[config.mk]
export PLATFORM = sky130hd
export DESIGN_NAME = dst_rule_offset_select
export DESIGN_NICKNAME = d
export VERILOG_FILES = /design/src/sv/dros_pkg.sv /design/src/sv/dst_rule_offset_select.sv
export SDC_FILE = /design/constraint.sdc
export NUM_CORES = 1
export LEC_CHECK = 0
export ABC_AREA = 1
export BUFFER_PORTS_ARGS = -buffer_cell sky130_fd_sc_hd__buf_2
export CAP_MARGIN = 10
export CORE_UTILIZATION = 30
export DETAILED_ROUTE_END_ITERATION = 10
export PLACE_DENSITY = 0.49
export SYNTH_ARGS = -nofsm -noshare
export SYNTH_HDL_FRONTEND = slang
export SYNTH_SLANG_ARGS = --single-unit
[constraint.sdc]
create_clock -name clk -period 6 [get_ports clk]
set_clock_uncertainty 0.2 [all_clocks]
set_input_delay 0 -clock clk [delete_from_list [all_inputs] [get_ports clk]]
set_output_delay 0 -clock clk [all_outputs]
set_load 0.005 [all_outputs]
[src/sv/dros_pkg.sv]
// Shared types, constants and tables for the daylight-saving offset selector.
// Used by dst_rule_offset_select; depends on nothing else.
package dros_pkg;

    // Rule storage limits; a rule count above either bound is clamped.
    localparam int MAX_RULES  = 4;
    localparam int RULE_REGS  = 4;
    localparam int RULE_LIMIT = (MAX_RULES < RULE_REGS) ? MAX_RULES : RULE_REGS;

    // Field widths of a request and a result.
    localparam int YEAR_W   = 12;
    localparam int MONTH_W  = 4;
    localparam int DAY_W    = 5;
    localparam int HOUR_W   = 5;
    localparam int OFFSET_W = 18;
    localparam int COUNT_W  = 3;

    // Configuration port geometry: 64-bit data, registers on 8-byte steps.
    localparam int PDATA_W = 64;
    localparam int PADDR_W = 6;
    localparam int RULE_W  = 33;

    // Division of the quarter year by 25 as a reciprocal multiply.
    // The estimate is low by at most one and is corrected by one compare.
    localparam int RECIP_25 = 1310;
    localparam int RECIP_SH = 15;

    // Register indexes on the configuration port.
    typedef enum logic [2:0] {
        REG_RULE_COUNT = 3'd0,
        REG_RULE_0     = 3'd1,
        REG_RULE_1     = 3'd2,
        REG_RULE_2     = 3'd3,
        REG_RULE_3     = 3'd4
    } reg_idx_t;

    // One rule register, packed as it is written.
    typedef struct packed {
        logic [OFFSET_W-1:0] offset;
        logic [4:0]          hour;
        logic [2:0]          occ;
        logic [2:0]          wday;
        logic [3:0]          month;
    } rule_t;

    // Query fields that travel down the pipeline unchanged.
    typedef struct packed {
        logic [MONTH_W-1:0] month;
        logic [DAY_W-1:0]   day;
        logic [HOUR_W-1:0]  hour;
    } query_t;

    // Month offsets of the day-of-week method; months outside 1..12 give 0.
    function automatic logic [2:0] month_code(input logic [MONTH_W-1:0] m);
        logic [2:0] c;
        case (m)
            4'd1:    c = 3'd0;
            4'd2:    c = 3'd3;
            4'd3:    c = 3'd2;
            4'd4:    c = 3'd5;
            4'd5:    c = 3'd0;
            4'd6:    c = 3'd3;
            4'd7:    c = 3'd5;
            4'd8:    c = 3'd1;
            4'd9:    c = 3'd4;
            4'd10:   c = 3'd6;
            4'd11:   c = 3'd2;
            4'd12:   c = 3'd4;
            default: c = 3'd0;
        endcase
        return c;
    endfunction

endpackage

[src/sv/dst_rule_offset_select.sv]
// Daylight-saving rule offset selector: seven-stage pipeline and rule registers.
// Depends on dros_pkg for types, constants and the month table.
//
//   channel   ports                               handshake
//   request   year, month, day, hour              start (accepted when busy low)
//   result    utc_offset                          done, one cycle, no back-pressure
//   config    psel penable pwrite paddr pwdata    APB write and read, pready tied high
//             prdata
//
// A request is accepted in every cycle; busy is never raised.
// Each result passes through the seven register stages: year adjust, reciprocal
// multiply, quotient correction, day-of-week sum, mod-7 reduction, per-rule date
// compare, and offset selection.
// Reset clears the pipeline valid bits, the rule count and the rule registers.
// Nothing stalls: results leave on done and the receiver takes each one.
module dst_rule_offset_select (
    input  logic                          clk,
    input  logic                          rst_n,
    input  logic                          start,
    output logic                          busy,
    input  logic [dros_pkg::YEAR_W-1:0]   year,
    input  logic [dros_pkg::MONTH_W-1:0]  month,
    input  logic [dros_pkg::DAY_W-1:0]    day,
    input  logic [dros_pkg::HOUR_W-1:0]   hour,
    output logic                          done,
    output logic [dros_pkg::OFFSET_W-1:0] utc_offset,
    input  logic                          psel,
    input  logic                          penable,
    input  logic                          pwrite,
    input  logic [dros_pkg::PADDR_W-1:0]  paddr,
    input  logic [dros_pkg::PDATA_W-1:0]  pwdata,
    output logic [dros_pkg::PDATA_W-1:0]  prdata,
    output logic                          pready
);
    import dros_pkg::*;

    // Configuration registers.
    logic [COUNT_W-1:0] rule_count_reg;
    rule_t              rule_reg [RULE_REGS];
    logic [2:0]         cfg_idx;
    logic               cfg_wr;

    // Pipeline valid bits.
    logic [7:1] valid_reg;
    logic       accept;

    // Stage registers and their next values.
    query_t      qry_reg [1:5];
    logic [15:0] s1_y_reg, s1_y_next;
    logic [13:0] s1_q4_reg, s1_q4_next;
    logic [2:0]  s1_code_reg, s1_code_next;
    logic [15:0] s2_y_reg;
    logic [13:0] s2_q4_reg;
    logic [2:0]  s2_code_reg;
    logic [9:0]  s2_qe_reg, s2_qe_next;
    logic [15:0] s3_y_reg;
    logic [13:0] s3_q4_reg;
    logic [2:0]  s3_code_reg;
    logic [9:0]  s3_cent_reg, s3_cent_next;
    logic [5:0]  s4_fold_reg, s4_fold_next;
    logic [2:0]  s5_first_reg, s5_first_next;
    logic [RULE_REGS-1:0] s6_take_reg, s6_take_next;
    logic [OFFSET_W-1:0]  offset_reg, offset_next;

    assign pready = 1'b1;
    assign busy   = 1'b0;
    assign accept = start && !busy;

    // Register write decode: one register per 8-byte slot.
    assign cfg_idx = paddr[5:3];
    assign cfg_wr  = psel && penable && pwrite && pready;

    always_ff @(posedge clk or negedge rst_n)
    begin
        if (!rst_n)
        begin
            rule_count_reg <= '0;
            for (int i = 0; i < RULE_REGS; i++)
            begin
                rule_reg[i] <= '0;
            end
        end
        else if (cfg_wr)
        begin
            case (cfg_idx)
                REG_RULE_COUNT: rule_count_reg <= pwdata[COUNT_W-1:0];
                REG_RULE_0:     rule_reg[0] <= rule_t'(pwdata[RULE_W-1:0]);
                REG_RULE_1:     rule_reg[1] <= rule_t'(pwdata[RULE_W-1:0]);
                REG_RULE_2:     rule_reg[2] <= rule_t'(pwdata[RULE_W-1:0]);
                REG_RULE_3:     rule_reg[3] <= rule_t'(pwdata[RULE_W-1:0]);
                default:        ;
            endcase
        end
    end

    // Register read-back.
    always_comb
    begin
        case (cfg_idx)
            REG_RULE_COUNT: prdata = PDATA_W'(rule_count_reg);
            REG_RULE_0:     prdata = PDATA_W'(rule_reg[0]);
            REG_RULE_1:     prdata = PDATA_W'(rule_reg[1]);
            REG_RULE_2:     prdata = PDATA_W'(rule_reg[2]);
            REG_RULE_3:     prdata = PDATA_W'(rule_reg[3]);
            default:        prdata = '0;
        endcase
    end

    // Stage 1: year adjusted for January and February, quarter year, month code.
    always_comb
    begin
        if (month < 4'd3)
        begin
            s1_y_next = 16'(year) - 16'd1;
        end
        else
        begin
            s1_y_next = 16'(year);
        end
        s1_q4_next   = s1_y_next[15:2];
        s1_code_next = month_code(month);
    end

    // Stage 2: low estimate of the century count from the quarter year.
    always_comb
    begin
        logic [24:0] prod;
        prod       = 25'(s1_q4_reg) * 25'(RECIP_25);
        s2_qe_next = prod[RECIP_SH +: 10];
    end

    // Stage 3: correct the estimate so that it is exactly year / 100.
    always_comb
    begin
        logic [14:0] rem;
        rem = 15'(s2_q4_reg) - 15'(s2_qe_reg) * 15'd25;
        if (rem >= 15'd25)
        begin
            s3_cent_next = s2_qe_reg + 10'd1;
        end
        else
        begin
            s3_cent_next = s2_qe_reg;
        end
    end

    // Stage 4: day-of-week sum for the first of the month, folded on octal digits.
    always_comb
    begin
        logic [17:0] sum;
        sum = 18'(s3_y_reg) + 18'(s3_q4_reg) + 18'(s3_cent_reg[9:2])
            + 18'(s3_code_reg) + 18'd1 - 18'(s3_cent_reg);
        s4_fold_next = 6'(sum[2:0]) + 6'(sum[5:3]) + 6'(sum[8:6])
                     + 6'(sum[11:9]) + 6'(sum[14:12]) + 6'(sum[17:15]);
    end

    // Stage 5: finish the reduction modulo 7 to get the weekday of the first.
    always_comb
    begin
        logic [3:0] f2;
        f2 = 4'(s4_fold_reg[5:3]) + 4'(s4_fold_reg[2:0]);
        if (f2 >= 4'd7)
        begin
            s5_first_next = 3'(f2 - 4'd7);
        end
        else
        begin
            s5_first_next = f2[2:0];
        end
    end

    // Stage 6: per rule, find the Nth weekday date and decide whether it applies.
    always_comb
    begin
        logic [COUNT_W-1:0] cnt;
        logic [2:0]         target;
        logic [3:0]         diff;
        logic [2:0]         wofs;
        logic [7:0]         date;
        logic [7:0]         day8;
        query_t             q;
        cnt = (rule_count_reg > COUNT_W'(RULE_LIMIT)) ? COUNT_W'(RULE_LIMIT)
                                                      : rule_count_reg;
        q    = qry_reg[5];
        day8 = 8'(q.day);
        s6_take_next = '0;
        for (int i = 0; i < RULE_REGS; i++)
        begin
            target = (rule_reg[i].wday == 3'd7) ? 3'd0 : rule_reg[i].wday;
            diff   = 4'(target) + 4'd7 - 4'(s5_first_reg);
            wofs   = (diff >= 4'd7) ? 3'(diff - 4'd7) : diff[2:0];
            date   = 8'(wofs) + 8'(rule_reg[i].occ) * 8'd7 - 8'd6;
            if (COUNT_W'(i) < cnt)
            begin
                if (q.month > rule_reg[i].month)
                begin
                    s6_take_next[i] = 1'b1;
                end
                else if (q.month == rule_reg[i].month)
                begin
                    s6_take_next[i] = (day8 > date)
                        || ((day8 == date) && (q.hour >= rule_reg[i].hour));
                end
            end
        end
    end

    // Stage 7: the highest applying rule wins; none gives zero.
    always_comb
    begin
        offset_next = '0;
        for (int i = 0; i < RULE_REGS; i++)
        begin
            if (s6_take_reg[i])
            begin
                offset_next = rule_reg[i].offset;
            end
        end
    end

    // Valid bits advance every cycle.
    always_ff @(posedge clk or negedge rst_n)
    begin
        if (!rst_n)
        begin
            valid_reg <= '0;
        end
        else
        begin
            valid_reg <= {valid_reg[6:1], accept};
        end
    end

    // Payload stage registers, no reset.
    always_ff @(posedge clk)
    begin
        qry_reg[1]   <= '{month: month, day: day, hour: hour};
        for (int s = 2; s <= 5; s++)
        begin
            qry_reg[s] <= qry_reg[s-1];
        end
        s1_y_reg     <= s1_y_next;
        s1_q4_reg    <= s1_q4_next;
        s1_code_reg  <= s1_code_next;
        s2_y_reg     <= s1_y_reg;
        s2_q4_reg    <= s1_q4_reg;
        s2_code_reg  <= s1_code_reg;
        s2_qe_reg    <= s2_qe_next;
        s3_y_reg     <= s2_y_reg;
        s3_q4_reg    <= s2_q4_reg;
        s3_code_reg  <= s2_code_reg;
        s3_cent_reg  <= s3_cent_next;
        s4_fold_reg  <= s4_fold_next;
        s5_first_reg <= s5_first_next;
        s6_take_reg  <= s6_take_next;
        offset_reg   <= offset_next;
    end

    assign done       = valid_reg[7];
    assign utc_offset = offset_reg;

`ifndef NO_ASSERTIONS
    // Every result traces back to an accepted request.
    a_latency: assert property (@(posedge clk) disable iff (!rst_n)
        done |-> $past(accept, 7))
        else $error("result without a matching request");

    // The corrected quotient is exactly the century count of the adjusted year.
    a_century: assert property (@(posedge clk) disable iff (!rst_n)
        valid_reg[3] |-> ((17'(s3_cent_reg) * 17'd100 <= 17'(s3_y_reg))
            && (17'(s3_y_reg) < 17'(s3_cent_reg) * 17'd100 + 17'd100)))
        else $error("century quotient out of step with the year");

    // The weekday of the first of the month is a real weekday.
    a_weekday: assert property (@(posedge clk) disable iff (!rst_n)
        valid_reg[5] |-> (s5_first_reg != 3'd7))
        else $error("weekday reduction left a value of seven");

    // When no rule applied, the offset is zero.
    a_no_rule: assert property (@(posedge clk) disable iff (!rst_n)
        (valid_reg[6] && (s6_take_reg == '0)) |=> (utc_offset == '0))
        else $error("nonzero offset with no applying rule");
`endif

endmodule

* After elaboration in Yosys (flattened, before gate mapping) *
Memories as Yosys holds them, arrays and structs flattened. A register that Yosys moved wholly into a read port is not among the register bits.
Cells that the tools add are included.
Widths: inputs -> output; s select.

operators by class
  equality and inequality tests = 16
  magnitude comparators = 24
  $add $sub $neg = 35
  $mul = 6
  multiplexer cells = 25
  reductions and logical operators = 16

operators with widths
  cell                    number
  $pmux 33 s5             1
  $mux 18                 4
  $eq 5x8->1              4
  $gt 5x8->1              4
  $sub 7x3->8 const B     4
  $mux 3                  10
  $add 3x6->7             4
  $mul 14x10->24 const B  1
  $mul 3x3->6 const B     4
  $ge 4x3->1 const B      5
  $ge 5x5->1              4
  $add 17x8->18           1
  $add 18x1->18 const B   1
  $add 18x3->18           1
  $sub 18x10->18          1
  $add 16x14->17          1
  $add 3x3->4 const B     4
  $eq 4x4->1              4
  $gt 4x4->1              4
  $mux 16                 1
  $sub 4x3->4             4
  $eq 3x3->1 const B      5
  $ge 15x5->1 const B     1
  $mul 10x5->15 const B   1
  20 further kinds        48

storage, ports and cells
  output and inout bits = 85
  flip-flop bits (word level) = 289
  memories = 2
  word-level logic and storage cells = 163
  ROM bits = 48
  bits in writable memories = 70
  bits of input ports = 102

memories
  memory           depth  width  rd ports  clocked after memory_dff  wr ports  line                          source
  qry_reg          5      14     5         0                         5         dst_rule_offset_select.sv:48  query_t qry_reg [1:5];
  (no name shown)  16     3      1         1                         0         dros_pkg.sv:56                case (m)

* Depth between registers and ports, before layout *
Gate-level depths: netlist of run 1.

  word-level depth = 13
  mapped depth = 27
  gate-level depth less buffers = 27

* Worst setup path after synthesis of run 1 *
Ideal clock, no wire load.

  kind = reg-to-reg
  start = register s3_q4_reg[0]
  end = register s4_fold_reg[4]
  clock period less this slack = 5774 ps
  setup time = 118 ps
  arrival = 5456 ps
  path buffers = 0
  slack = 226 ps
  required time = 5682 ps
  cell stages (with the launch flop) = 22
  cell sequence = dfxtp_1 -> inv_1 -> fa_1 -> inv_1 -> fa_1 -> fa_1 -> ha_1 -> inv_1 -> fa_1 -> nor4_1 -> nor2_1 -> o21ai_0 -> a21oi_1 -> xor2_1 -> fa_1 -> fa_1 -> fa_1 -> inv_1 -> ha_1 -> inv_1 -> fa_1 -> xor2_1

on the way
  longest elaborated chain between the ends = 10

RTL lines
  what                    line                           source
  start, declared         dst_rule_offset_select.sv:57   logic [13:0] s3_q4_reg;
  start signal, assigned  dst_rule_offset_select.sv:250  s3_q4_reg <= s2_q4_reg;
  $add 16x14->17 (*)      dst_rule_offset_select.sv:151  sum = 18'(s3_y_reg) + 18'(s3_q4_reg) + 18'(s3_cent_reg[9:2])
  $add 17x8->18 (*)       dst_rule_offset_select.sv:151
  $add 18x3->18 (*)       dst_rule_offset_select.sv:152  + 18'(s3_code_reg) + 18'd1 - 18'(s3_cent_reg);
  $add 18x1->18 (*)       dst_rule_offset_select.sv:152
  $sub 18x10->18 (*)      dst_rule_offset_select.sv:152
  $add 3x3->4             dst_rule_offset_select.sv:153  s4_fold_next = 6'(sum[2:0]) + 6'(sum[5:3]) + 6'(sum[8:6])
  $add 4x3->5             dst_rule_offset_select.sv:153
  $add 5x3->6             dst_rule_offset_select.sv:154  + 6'(sum[11:9]) + 6'(sum[14:12]) + 6'(sum[17:15]);
  $add 6x3->6             dst_rule_offset_select.sv:154
  $add 6x3->6 (*)         dst_rule_offset_select.sv:154
  net s4_fold_next[4]     dst_rule_offset_select.sv:60   logic [5:0] s4_fold_reg, s4_fold_next;
  end signal, assigned    dst_rule_offset_select.sv:253  s4_fold_reg <= s4_fold_next;
  end, declared           dst_rule_offset_select.sv:60

Mark *: on every way through the listed nets, which the timed path passes. The rest lies on a longest branch.
A chain may end at the register's enable or synchronous reset.

* Final worst setup path of run 1 *
  start = register s3_cent_reg[2]
  end = register s4_fold_reg[3]

on the way
  longest elaborated chain between the ends = 9

RTL lines
  what                    line                           source
  start, declared         dst_rule_offset_select.sv:59   logic [9:0] s3_cent_reg, s3_cent_next;
  start signal, assigned  dst_rule_offset_select.sv:252  s3_cent_reg <= s3_cent_next;
  $add 17x8->18           dst_rule_offset_select.sv:151
  $add 18x3->18           dst_rule_offset_select.sv:152
  $add 18x1->18           dst_rule_offset_select.sv:152
  $sub 18x10->18 (*)      dst_rule_offset_select.sv:152
  $add 3x3->4             dst_rule_offset_select.sv:153
  $add 4x3->5             dst_rule_offset_select.sv:153
  $add 5x3->6             dst_rule_offset_select.sv:154
  $add 6x3->6             dst_rule_offset_select.sv:154
  $add 6x3->6 (*)         dst_rule_offset_select.sv:154
  net s4_fold_next[3]     dst_rule_offset_select.sv:60

Marked as above.

==> flow_results.org, run 1 <==
** Worst setup path
- Worst path most repeated cell :: sky130_fd_sc_hd__fa_1
- In this design, the stage delay of the slowest critical-path cell is 530 ps.
- Cell-by-cell trace of the critical path :: inv_2 -> fa_1 -> fa_1 -> inv_1 -> fa_1 -> buf_4 -> fa_2 -> o31ai_4 -> nand3_1 -> nand4_1 -> nand3_2 -> nand2_1 -> nand2_1 -> nand2_2 -> fa_1 -> fa_1 -> fa_1 -> inv_1 -> ha_2 -> inv_1 -> fa_2 -> inv_1
- In this run the worst path has a maximum fanout of 3.
- STA classifies the critical path endpoint as a flop.
- Type of element launching the critical path :: flop
- Cell with the biggest individual delay on the critical path :: sky130_fd_sc_hd__fa_1
- Worst path arrival time :: approximately 6000 ps
- Required time at the worst-slack endpoint :: around 6300 ps
- Worst setup path category :: flop to flop

** Final layout
- After routing the design area is 24,600 um^2.
- Total Nets Final :: 3,090
- Ratio of cells with drive above 1 in the final layout :: between 10% and 20%
- The multi-input combinational cells in the finished layout cover a total of about 12,000 um^2.
- The register with the most flip-flops in the layout has 132 of them.
- Storage cell area :: 6920 um^2
- Fillers :: 6,880
- Area growth from synthesis to layout :: 19.1%
- The finished layout holds 3,506 standard cells, fillers aside.
- Final Util :: approximately 36%

** Global route
- Met3 GRT Util :: 1.84%
- All-Layer GR Usage :: 15.0%
- Met2 Usage GRT :: 25.5%
- Fraction of met1 tracks used by global routing :: 19.3%
- Initial antenna violation count :: 2
- Entering global routing, the biggest net connects 76 pins.
- The number of global-route vias before repair was 16.4k.
- The layer flagged by global routing as most heavily used is met2.
- The first global-routing pass estimated 84,200 um of wire.
- Global routing finished with a remaining overflow of 0.

** Clocking
- TritonCTS clock tree :: yes
- Clock buffer depth :: 3
- Clk_lat worst skew :: 570 ps
- Clock buffer count from CTS :: 39
- The clock tree synthesis step divided the H-tree into 2 levels.
- CTS Root Buffer Type :: sky130_fd_sc_hd__clkbuf_16
- Clock Sink Count :: 310
- Clock-pin slew was measured on the worst setup and hold paths at around 60 ps.

** Power
- Gate power share :: between 60% and 70%
- For this design the total switching power over the nets is 0.00740 W.
- Leakage power figure :: 12.5 nW
- The internal power of the cells totals 0.00826 W.
- Registers are responsible for 18.3% of the overall power.
- Clock power frac :: around 16%
- Peak ir drop on the vdd network :: 0.982 mV
- Total power for the finished layout comes to between 0.015 and 0.02 W.
- Sw Ratio :: 47.3%
- Dividing total power by cell area gives a power density of roughly 640 nW/um^2.

** Logic synthesis
- Simple-gate portion of the synthesized area :: approximately 15%
- Leading post-synthesis cells by cell area :: sky130_fd_sc_hd__dfrtp_1 (17%), sky130_fd_sc_hd__ha_1 (17%), sky130_fd_sc_hd__dfxtp_1 (16%)
- Register bit total from synthesis :: between 300 and 400
- After Yosys synthesis, full adders, half adders and majority gates account for 27.2% of the synthesized area.
- Post-synthesis instance total :: 2,375
- In the synthesized netlist the dominant register cell turns out to be sky130_fd_sc_hd__dfxtp_1.
- Of all cell types, the one taking the most synthesized area is sky130_fd_sc_hd__dfrtp_1.
- After synthesis, the largest area contributor takes up 17.2% of total cell area.
- After Yosys synthesis, XOR and XNOR cells account for 2.93% of the synthesized area.
- Share of the synthesized area in compound gates (AO/OA/AOI/OAI) :: ~11%
- In this run the mean area of a mapped cell was 8.69 um^2.
- Fraction of registers with async set/reset :: between 40% and 50%
- Netlist area before placement :: 20,600 um^2
- The Yosys step of the flow raised 0 warnings.
- Register area share after synthesis :: 33.5%
- Number of synthesized flops with an enable pin :: 0
- Of the post-synthesis cell area, the part taken by muxes is 0.0546%.
- After synthesis, the largest family of logic cells by area is adder cells.
- Count of cell types in the netlist :: 57

** Floorplan
- Die footprint :: 69,800 um^2
- Chip Width :: ~260 um
- Measured along the y axis, the die boundary spans 264 um.
- The region available for standard cell placement spans 67,600 um^2.
- Number of standard-cell rows in the floorplan :: 95
- During I/O placement, the number of pins put on the boundary was 187.
- The initial utilization of the core area, before any placement, comes to 30.5%.

** Routing
- After detailed routing, the total wire length is approximately 52,000 um.
- After detailed routing, the number of remaining DRC violations is 0.
- The routed layout has 16.0k vias.
- The first TritonRoute pass finished after 5 iterations.
- Routed vias/inst :: 4.57
- The count of nets left with antenna violations once routing finished came out at 0.
- In the final routed layout, each cell accounts on average for 14.8 um.
- In this run, the number of DRC markers left after iteration 0 of detailed routing was 1,039.

** Status
- Status :: completed

** STA
- Setup violations remaining at the end of the flow were counted as 0.
- Across all setup checks in the final design, the least slack found is 167 ps.
- Timing would allow up to 171 MHz.
- The number of endpoints with negative hold slack in the final report was 0.
- Max-slew violations :: 0
- Counting I/O delays and the setup requirement, the final critical path takes 5830 ps.
- The worst path uses 97.2% of the clock period.
- Worst slew margin relative to its limit :: 27.6%
- Pin slew with the least headroom to its limit :: 1080 ps

** Placement
- After detailed placement, the total cell area comes to 22,100 um^2.
- Routability cong. :: just over 0.8
- Before CTS, the worst setup slack after placement is -35.2 ps.
- Post-detail-place hpwl :: between 30,000 and 40,000 um
- Total of buffers placed on input and output ports :: 119
- Total placed cells including tap cells :: between 3k and 4k

** Min path
- The worst hold path belongs to the class primary input to flop.

** Job
- Across the run, the number of max-cap violations was 0.
-- path summary, 6_finish.rpt --
| path | cells past startpoint | start | slack (ps) | end |
|---|---|---|---|---|
| min in group asynchronous | 4 | rst_n | 330 | rule_reg[93]$_DFFE_PN0P_ |
| worst max-delay path | 22 | s3_cent_reg[2]$_DFF_P_ | 170 | s4_fold_reg[3]$_DFF_P_ |
| worst min register to register | 0 | qry_reg[0][61]$_DFF_P_ | 130 | qry_reg[0][75]$_DFF_P_ |
| worst min-delay path | 4 | psel | 40 | rule_reg[100]$_DFFE_PN0P_ |
| max in group asynchronous | 4 | rst_n | 4410 | rule_reg[9]$_DFFE_PN0P_ |
| worst max register to register | 22 | s3_cent_reg[2]$_DFF_P_ | 170 | s4_fold_reg[3]$_DFF_P_ |
-- metal layers --
layer | up-vias | wire [um]
met2 | 346 | 24400
met3 | 95 | 2070
li1 | 8059 | -
met4 | 0 | 1700
met5 | - | 0
met1 | 7532 | 23600
-- cell usage after synthesis, types with 10 or more instances --
library cell	number
sky130_fd_sc_hd__inv_1	425
sky130_fd_sc_hd__inv_2	13
sky130_fd_sc_hd__dfrtp_1	142
sky130_fd_sc_hd__xor2_1	39
sky130_fd_sc_hd__nor2_1	59
sky130_fd_sc_hd__clkbuf_1	32
sky130_fd_sc_hd__buf_2	11
sky130_fd_sc_hd__nand4_1	32
sky130_fd_sc_hd__fa_1	104
sky130_fd_sc_hd__o21ai_0	184
sky130_fd_sc_hd__a21o_1	10
sky130_fd_sc_hd__nand2_1	463
sky130_fd_sc_hd__nand2_2	11
sky130_fd_sc_hd__xnor2_1	30
sky130_fd_sc_hd__o21ai_1	17
sky130_fd_sc_hd__o211ai_1	18
sky130_fd_sc_hd__buf_4	35
sky130_fd_sc_hd__a221o_1	14
sky130_fd_sc_hd__ha_1	282
sky130_fd_sc_hd__o2111ai_1	15
sky130_fd_sc_hd__dfxtp_1	168
sky130_fd_sc_hd__o22ai_1	16
sky130_fd_sc_hd__a21oi_1	80
sky130_fd_sc_hd__nand3_1	68
-- cells in the final DEF, fill, tap and decap left out, types with 58 or more instances in the layout --
master                          Yosys  layout
sky130_fd_sc_hd__nand3_1           68      65
sky130_fd_sc_hd__nand2_1          463     459
sky130_fd_sc_hd__dfxtp_1          168     167
sky130_fd_sc_hd__a21oi_1           80      78
sky130_fd_sc_hd__o21ai_0          184     182
sky130_fd_sc_hd__buf_2             11     118
sky130_fd_sc_hd__nor2_1            59      58
sky130_fd_sc_hd__dlygate4sd3_1      0     102
sky130_fd_sc_hd__inv_1            425     421
sky130_fd_sc_hd__ha_1             282     279
sky130_fd_sc_hd__dfrtp_1          142     142
sky130_fd_sc_hd__fa_1             104     100
-- power groups by stage --
stage / Combinational, W / Clock (W) / Sequential [W]
detailed placement: 0.0102 / 0 / 0.00291
CTS: 0.0103 / 0.00249 / 0.00287
floorplan: 0.00802 / 0 / 0.00279
global placement: 0.00994 / 0 / 0.00290
global route: 0.0122 / 0.00258 / 0.00291
finish: 0.0104 / 0.00242 / 0.00287
-- critical path, delay by kind of cell, from the launching register on --
family,cells,cell delay (ps)
AO/OA/AOI/OAI,1,250
buffers and inverters,6,420
AND/OR/NAND/NOR,6,590
adder cells (fa/ha/maj),9,3960
flip-flops,1,320
-- area by class of cell --
cell class	count	area share, %
multi-input combinational	1572	48.0
clock inverter	16	0.677
timing repair buffer	241	7.29
sequential	310	28.1
clock buffer	55	4.75
inverter	438	6.69
tap	873	4.44
antenna	1	0.0102
-- what timing repair did --
item	in CTS	in global routing
hold buffers	103	0
resized for setup	1	22
setup buffers	0	2
endpoints found under the setup margin	2	3
hold endpoints to repair	241	0
pin swaps	0	15
-- kinds of logic after synthesis --
| kind of cell | after synthesis |
|---|---|
| compound gates | 399 |
| xor+xnor | 69 |
| fa+ha+maj | 386 |
| buf+inv | 524 |
| flops | 310 |
| mux | 1 |
| other cells | 2 |
| simple gates | 684 |
-- metrics by stage --
stage,TNS [ps],hold WS (ps)
3_5_place_dp,-52.6,-121
3_3_place_gp,0,-118
5_1_grt,-67.4,81.3
2_1_floorplan,0,-496
4_1_cts,0,11.5
6_report,0,41.8
(Power assumes the default switching activity.)
==> run 2: changes to the inputs <==
--- a/config.mk
+++ b/config.mk
@@ -11,6 +11,7 @@
 export CORE_UTILIZATION = 30
 export DETAILED_ROUTE_END_ITERATION = 10
 export PLACE_DENSITY = 0.49
+export SETUP_SLACK_MARGIN = 0.4
 export SYNTH_ARGS = -nofsm -noshare
 export SYNTH_HDL_FRONTEND = slang
 export SYNTH_SLANG_ARGS = --single-unit
==> run 2 against run 1 <==
Effect of this change: final cell count up 0.23%; final area up 0.76%; hold slack better by 7.9 ps; first-iteration DRC count down 20%; clock-buffer cell count down 3; die area unchanged; maximum frequency up 2.4%; global-route usage down 0.26 points; non-clock buffer count up 10; utilization up 0.28 points; wire length down 1.5%; critical endpoint unchanged; largest cell class unchanged; highest routed layer unchanged.
==> flow_results.org, run 2 (synthesized netlist as in run 1, its figures left out) <==
** Routing
- Detailed routing inserted a total of 16.0k vias.
- Detailed router's first-iteration violation count :: 834
- Dividing the detail-routed via count by the number of cells gives approximately 4.6.
- In the routed design, unresolved DRC markers number 0.
- After detailed routing, the average wire length per cell comes to 14.5 um.
- The first detailed-routing pass ran for 5 iterations.
- Detailed Route WL :: slightly above 50,000 um
- Post-detailed-route count of antenna-violating nets :: 0

** Floorplan
- In this run the vertical extent of the chip is 264 um.
- The die is 264 um wide.
- Area inside the core boundary :: 67,600 um^2
- For this design the top-level I/O count stands at 187.
- Number of standard-cell rows in the floorplan :: 95
- Effective utilization at floorplan :: 30.5%
- Die footprint :: 69,800 um^2

** Worst setup path
- Worst path most repeated cell :: sky130_fd_sc_hd__fa_1
- The worst register-to-register path ends at s4_fold_reg[3]$_DFF_P_.
- Counting cells, the worst reg-to-reg path comes to 20.
- The worst setup path is launched from a flop.
- Largest incremental delay on the critical path :: 560 ps
- The worst setup path is of the flop to flop kind.
- Startpoint of the most critical register-to-register path :: s3_cent_reg[2]$_DFF_P_
- The worst register-to-register path has a setup slack of 300 ps.
- Worst path arrival time :: 5950 ps
- Grouping stages by cell kind, the critical path spends the most delay in adder cells.
- The slowest stage of the critical path belongs to the cell sky130_fd_sc_hd__fa_1.
- Largest fanout of any net on the critical path :: 3
- Buf/Inv on CP :: 9
- Required time at the worst-slack endpoint :: 6260 ps
- Walking the worst path, the cells encountered are inv_4 -> fa_1 -> fa_1 -> inv_2 -> fa_2 -> fa_2 -> o31ai_4 -> buf_4 -> buf_4 -> xor2_1 -> inv_1 -> fa_1 -> inv_1 -> fa_1 -> fa_1 -> inv_1 -> ha_4 -> inv_2 -> fa_2 -> inv_1.
- STA classifies the critical path endpoint as a flop.

** Final layout
- The multi-input combinational cells in the finished layout cover a total of 11,900 um^2.
- Storage cell area :: 6920 um^2
- The final layout contains about 3.1k nets.
- Once layout is complete, the utilization of the core stands at between 30% and 40%.
- The library cell used most frequently in the layout, excluding fill and tap cells, is sky130_fd_sc_hd__nand2_1.
- Excluding fillers, the count of instances in the completed layout stands at between 3k and 4k.
- Number of antenna diodes :: 0
- The register with the most flip-flops in the layout has 132 of them.
- Leaving out fill and tap cells, the most frequent cells in the layout are sky130_fd_sc_hd__nand2_1 (454), sky130_fd_sc_hd__inv_1 (417), sky130_fd_sc_hd__ha_1 (273).
- Of the cells placed in the final design, the portion with a size suffix greater than 1 is 12.3%.
- Area growth from synthesis to layout :: 20.0%
- Fillers :: slightly below 7k

** Clocking
- Clock buffer count from CTS :: 38
- Clock-pin slew was measured on the worst setup and hold paths at 60 ps.
- Clk_lat worst skew :: 570 ps
- In this run the deepest clock path goes through 3 buffers.
- Deepest level of the CTS H-tree :: 2
- TritonCTS clock tree :: yes
- CTS Root Buffer Type :: sky130_fd_sc_hd__clkbuf_16
- Clock Sink Count :: 310

** STA
- Worst slew margin relative to its limit :: 30.4%
- The number of endpoints with negative hold slack in the final report is 0.
- At the pin with the least slew margin, the transition time is 1040 ps.
- Setup repair after global routing missed its margin :: true
- Setup violations remaining at the end of the flow were counted as 0.
- Minimum period implied by the final worst setup slack :: 5700 ps
- Timing would allow up to approximately 180 MHz.
- After routing, the total negative slack on setup checks comes to 0 ps.
- Part of the cycle the worst path needs :: 94.9%
- The number of pins with negative max-slew slack in the final report came to 0.
- After layout, the worst setup slack is 305 ps.

** Placement
- The congestion estimate from routability-driven global placement came to roughly 0.85.
- Total placed cells including tap cells :: 3,322
- Post-detail-place hpwl :: 37,800 um
- Pre-CTS worst setup slack :: 78.3 ps
- During placement, the flow inserted port buffers numbering 119.

** Min path
- Critical hold path startpoint :: month[3]
- Number of stages on the worst hold path :: 2
- WHS Endpoint :: qry_reg[0][27]$_DFF_P_
- The min-delay analysis places its worst path in the category primary input to flop.

** Global route
- The number of global-route vias before repair came to 16.6k.
- First-pass GRT wire length :: 83,900 um
- Entering global routing, the biggest net connects 80 pins.
- The initial antenna violation count was 0.
- Global routing used approximately 15% of the available tracks across all layers.
- Total grt overflow :: 0

** Status
- The run finished with clean final reports.

** Job
- Across the run, the number of max-cap violations was 0.
run 2: final cells by class:
type / count / area share (%)
inverters: 438 / 6.65
clock inverters: 18 / 0.889
clock buffers: 52 / 4.42
repair buffers: 251 / 7.50
flip-flops and latches: 310 / 27.9
well taps: 873 / 4.41
multi-input cells: 1572 / 48.2
run 2: worst reg2reg max path, delay by kind of cell (launching register included):
kind	cells	cell delay [ps]
AO/OA/AOI/OAI	1	260
XOR/XNOR	1	140
adder cells (fa/ha/maj)	9	4040
buffers and inverters	9	640
flip-flops	1	330
run 2: per-stage QoR:
step           hold WS (ps)  cell area [um^2]
2_1_floorplan          -496             20800
3_3_place_gp           -156             22100
3_5_place_dp           -154             22100
4_1_cts                6.00             24600
5_1_grt                29.9             24800
6_report               49.8             24800
run 2: timing repair:
action / CTS / global route
buffers inserted: 17 / 8
endpoints found under the hold margin: 229 / 0
pin swaps: 23 / 26
hold buffers: 97 / 0
setup endpoints to repair: 3 / 5
gates resized for setup: 21 / 30
run 2: per-layer routing:
layer	vias up	wire length [um]	global-route usage, %
met5	-	0	0
met3	53	1820	2.06
met4	0	949	3.88
met2	254	24800	25.7
li1	8062	-	-
met1	7679	23400	19.0
run 2: how the worst max path moves through the flow:
stage	start	to	slack, ps	depth (start not counted)
6_report	s3_cent_reg[2]$_DFF_P_	s4_fold_reg[3]$_DFF_P_	300	20
5_1_grt	s3_cent_reg[2]$_DFF_P_	s4_fold_reg[3]$_DFF_P_	110	25
4_1_cts	s3_y_reg[0]$_DFF_P_	s4_fold_reg[3]$_DFF_P_	310	23
3_5_place_dp	s3_cent_reg[2]$_DFF_P_	s4_fold_reg[4]$_DFF_P_	80	24
3_3_place_gp	s3_cent_reg[2]$_DFF_P_	s4_fold_reg[4]$_DFF_P_	110	25
2_1_floorplan	s3_cent_reg[2]$_DFF_P_	s4_fold_reg[4]$_DFF_P_	400	24
Power of run 2 is not shown: default switching activity piles up to over one toggle a cycle in this logic, so the estimate is an artifact.
==> run 3: changes to the inputs <==
--- a/config.mk
+++ b/config.mk
@@ -7,8 +7,10 @@
 export LEC_CHECK = 0
 export ABC_AREA = 1
 export BUFFER_PORTS_ARGS = -buffer_cell sky130_fd_sc_hd__buf_2
-export CAP_MARGIN = 10
+export CAP_MARGIN = 30
+export CORE_ASPECT_RATIO = 1.2
 export CORE_UTILIZATION = 30
+export CTS_BUF_LIST = sky130_fd_sc_hd__clkbuf_4 sky130_fd_sc_hd__clkbuf_8
 export DETAILED_ROUTE_END_ITERATION = 10
 export PLACE_DENSITY = 0.49
 export SETUP_SLACK_MARGIN = 0.4
==> run 3 against run 2 <==
Effect of this change: register-to-register slack got worse by 110 ps; clock-buffer cell count increased by 31; sequential share of layout area decreased by 0.27 points; maximum frequency decreased by 1.9%; sequential cell count unchanged; first-iteration DRC count decreased by 17%; critical endpoint unchanged.
==> flow_results.org, run 3 (synthesized netlist as in run 1, its figures left out) <==
** STA
- Setup repair after global routing missed its margin :: true
- Subtracting the final worst setup slack from the clock period gives 5800 ps.
- Peak clock frequency supported by timing :: 172 MHz
- Setup violations remaining at the end of the flow were counted as 0.
- At the pin with the least slew margin, the transition time is 1020 ps.
- Worst slew margin relative to its limit :: 31.7%
- Final Worst Setup Slack :: about 200 ps
- Max-slew violations :: 0
- Final hold violations :: 0
- Part of the cycle the worst path needs :: 96.7%
- Sum Neg Setup Slack :: 0 ps

** Routing
- The first routing iteration left a little under 700 violations.
- The count of nets left with antenna violations once routing finished came out at 0.
- Iteration count of the initial detailed-routing pass :: 7
- Routed length per instance :: 14.3 um
- Total DRC errors in the routed layout :: 0
- Routed vias/inst :: between 4 and 5
- Detailed Route WL :: ~50,000 um
- Detailed routing inserted a total of 16.2k vias.

** Floorplan
- Height of the die :: 289 um
- The initial utilization of the core area, before any placement, comes to 30.6%.
- The floorplan has 104 rows.
- Boundary pin count :: 187
- The floorplan step set the die width to around 240 um.
- Area inside the core boundary :: 67,500 um^2
- The die covers between 60,000 and 70,000 um^2.

** Clocking
- Clock buffer depth :: 3
- Clock buffer count from CTS :: 54
- The H-tree was split into 2 levels.
- TritonCTS clock tree :: yes
- In this run the clock root is driven by a sky130_fd_sc_hd__clkbuf_8.
- Clk_lat worst skew :: 640 ps
- After clock tree synthesis, the clock-pin slew on the worst setup and hold paths is 60 ps.
- CTS saw 310 sinks.

** Min path
- Number of stages on the worst hold path :: 4
- The path with the worst hold slack has its endpoint at rule_reg[114]$_DFFE_PN0P_.
- Critical hold path startpoint :: pwdata[15]
- Worst Hold Class :: primary input to flop

** Final layout
- Measured on the finished design, the core utilization comes to 37.0%.
- Max reg flops :: 132
- In the layout the commonest cells are sky130_fd_sc_hd__nand2_1 (459), sky130_fd_sc_hd__inv_1 (416), sky130_fd_sc_hd__ha_1 (278).
- Combined area of the multi-input logic cells :: 11,800 um^2
- Storage cell area :: 6920 um^2
- Area growth from synthesis to layout :: 21.2%
- Total Nets Final :: around 3.1k
- The post-route netlist has between 10% and 20% of its cells at a drive strength greater than 1.
- Leaving out fill and tap cells, the most frequent cell in the layout is sky130_fd_sc_hd__nand2_1.
- Fillers :: 6,948
- Final Cell Area :: 25,000 um^2

** Global route
- All-Layer GR Usage :: 15.0%
- First-pass GRT wire length :: 84,400 um
- Global routing finished with a remaining overflow of 0.
- Via count of the first global-routing pass :: 17.0k
- Pin count of the biggest net entering global routing :: 67
- Initial antenna violation count :: 1

** Worst setup path
- Largest fanout of any net on the critical path :: 3
- Measured in cells, the most critical reg-to-reg path has a length of 19.
- Startpoint of the most critical register-to-register path :: s3_q4_reg[0]$_DFF_P_
- Worst path most repeated cell :: sky130_fd_sc_hd__fa_1
- The worst setup path is captured at a flop.
- Traced cell by cell, the critical path runs through fa_1 -> fa_1 -> inv_1 -> fa_1 -> buf_4 -> fa_2 -> nor4_2 -> nor2_1 -> o21ai_2 -> a21oi_2 -> xor2_1 -> fa_1 -> fa_1 -> fa_1 -> inv_1 -> ha_2 -> inv_2 -> fa_2 -> inv_1.
- Worst setup path category :: flop to flop
- The worst setup path is launched from a flop.
- Worst flop-to-flop path endpoint :: s4_fold_reg[3]$_DFF_P_
- Largest incremental delay on the critical path :: approximately 580 ps
- Required time at the worst-slack endpoint :: 6310 ps
- Data arrives at the worst endpoint at 6110 ps.
- Worst reg-to-reg setup slack :: 200 ps
- The slowest stage of the critical path is the sky130_fd_sc_hd__fa_1 cell.

** Status
- The run finished with clean final reports.

** Power
- The worst-case IR drop observed on VDD is ~1 mV.
- Summed over all cells, the static leakage comes to 12.7 nW.
- For this design the ratio of total power to cell area is 629 nW/um^2.
- Total chip power :: approximately 0.016 W

** Placement
- Pre-CTS worst setup slack :: 32.0 ps
- At the end of routability-driven placement, the weighted congestion stood at roughly 0.86.
- Post-place instance area :: 22,200 um^2
- Once detailed placement completed, the half-perimeter wirelength came to 37,900 um.
- Port buffering added ~120 buffers.

** Job
- Across the run, the number of max-cap violations was 0.
==> run 3: cell types whose count changed in the layout (fill, tap and decap cells not counted), sizes merged <==
cell	before	now
clkbuf	52	83
dlygate4sd3	96	121
bufinv	3	5
inv	442	440
diode	0	1
clkinvlp	3	2
clkinv	8	9
buf	155	159
==> run 3: area by class of cell <==
type	count	area share, %
Clock inverter	18	0.941
Inverter	438	6.57
Sequential cell	310	27.7
Timing Repair Buffer	280	8.75
Tap cell	901	4.51
Multi-Input combinational cell	1572	47.3
Antenna cell	1	0.0100
Clock buffer	83	4.24
==> run 3: critical path: cells and delay by family, from the launching register on <==
kind	cells	cell delay, ps
flip-flops	1	330
buffers and inverters	5	350
AO/OA/AOI/OAI	2	280
adder cells (fa/ha/maj)	9	4010
AND/OR/NAND/NOR	2	370
XOR/XNOR	1	160
==> run 3: metal layers <==
layer | wire length, um | GRT usage (%)
met4 | 1370 | 5.05
met3 | 1630 | 1.89
met1 | 21500 | 17.0
met2 | 27000 | 28.7
met5 | 0 | 0
==> run 3: timing repair <==
action,in CTS,in global routing
endpoints found under the setup margin,3,3
hold buffers,122,0
pin swaps,19,15
endpoints found under the hold margin,261,0
gates resized for setup,22,7
setup buffers,17,7
==> run 3: worst max path at each step <==
| stage | cells past startpoint | slack (ps) | endpoint | startpoint |
|---|---|---|---|---|
| 6_report | 19 | 200 | s4_fold_reg[3]$_DFF_P_ | s3_q4_reg[0]$_DFF_P_ |
| 3_3_place_gp | 25 | 130 | s4_fold_reg[4]$_DFF_P_ | s3_cent_reg[2]$_DFF_P_ |
| 3_5_place_dp | 25 | 30 | s4_fold_reg[4]$_DFF_P_ | s3_cent_reg[2]$_DFF_P_ |
| 2_1_floorplan | 24 | 400 | s4_fold_reg[4]$_DFF_P_ | s3_cent_reg[2]$_DFF_P_ |
| 5_1_grt | 25 | -0.4 | s4_fold_reg[3]$_DFF_P_ | s3_q4_reg[0]$_DFF_P_ |
| 4_1_cts | 21 | 230 | s4_fold_reg[3]$_DFF_P_ | s3_q4_reg[0]$_DFF_P_ |
==> run 3: stage by stage <==
step	instances	hold WS, ps
after floorplan	2406	-496
after global placement	3351	-179
after detailed placement	3355	-172
after CTS	3595	0.536
after global routing	3603	42.9
final	3603	47.1
==> run 3: report_power, final <==
part,total [W],internal [W],switching (W)
combinational,0.0106,0.00448,0.00612
sequential,0.00286,0.00255,0.000314
clock,0.00226,0.00135,0.000907
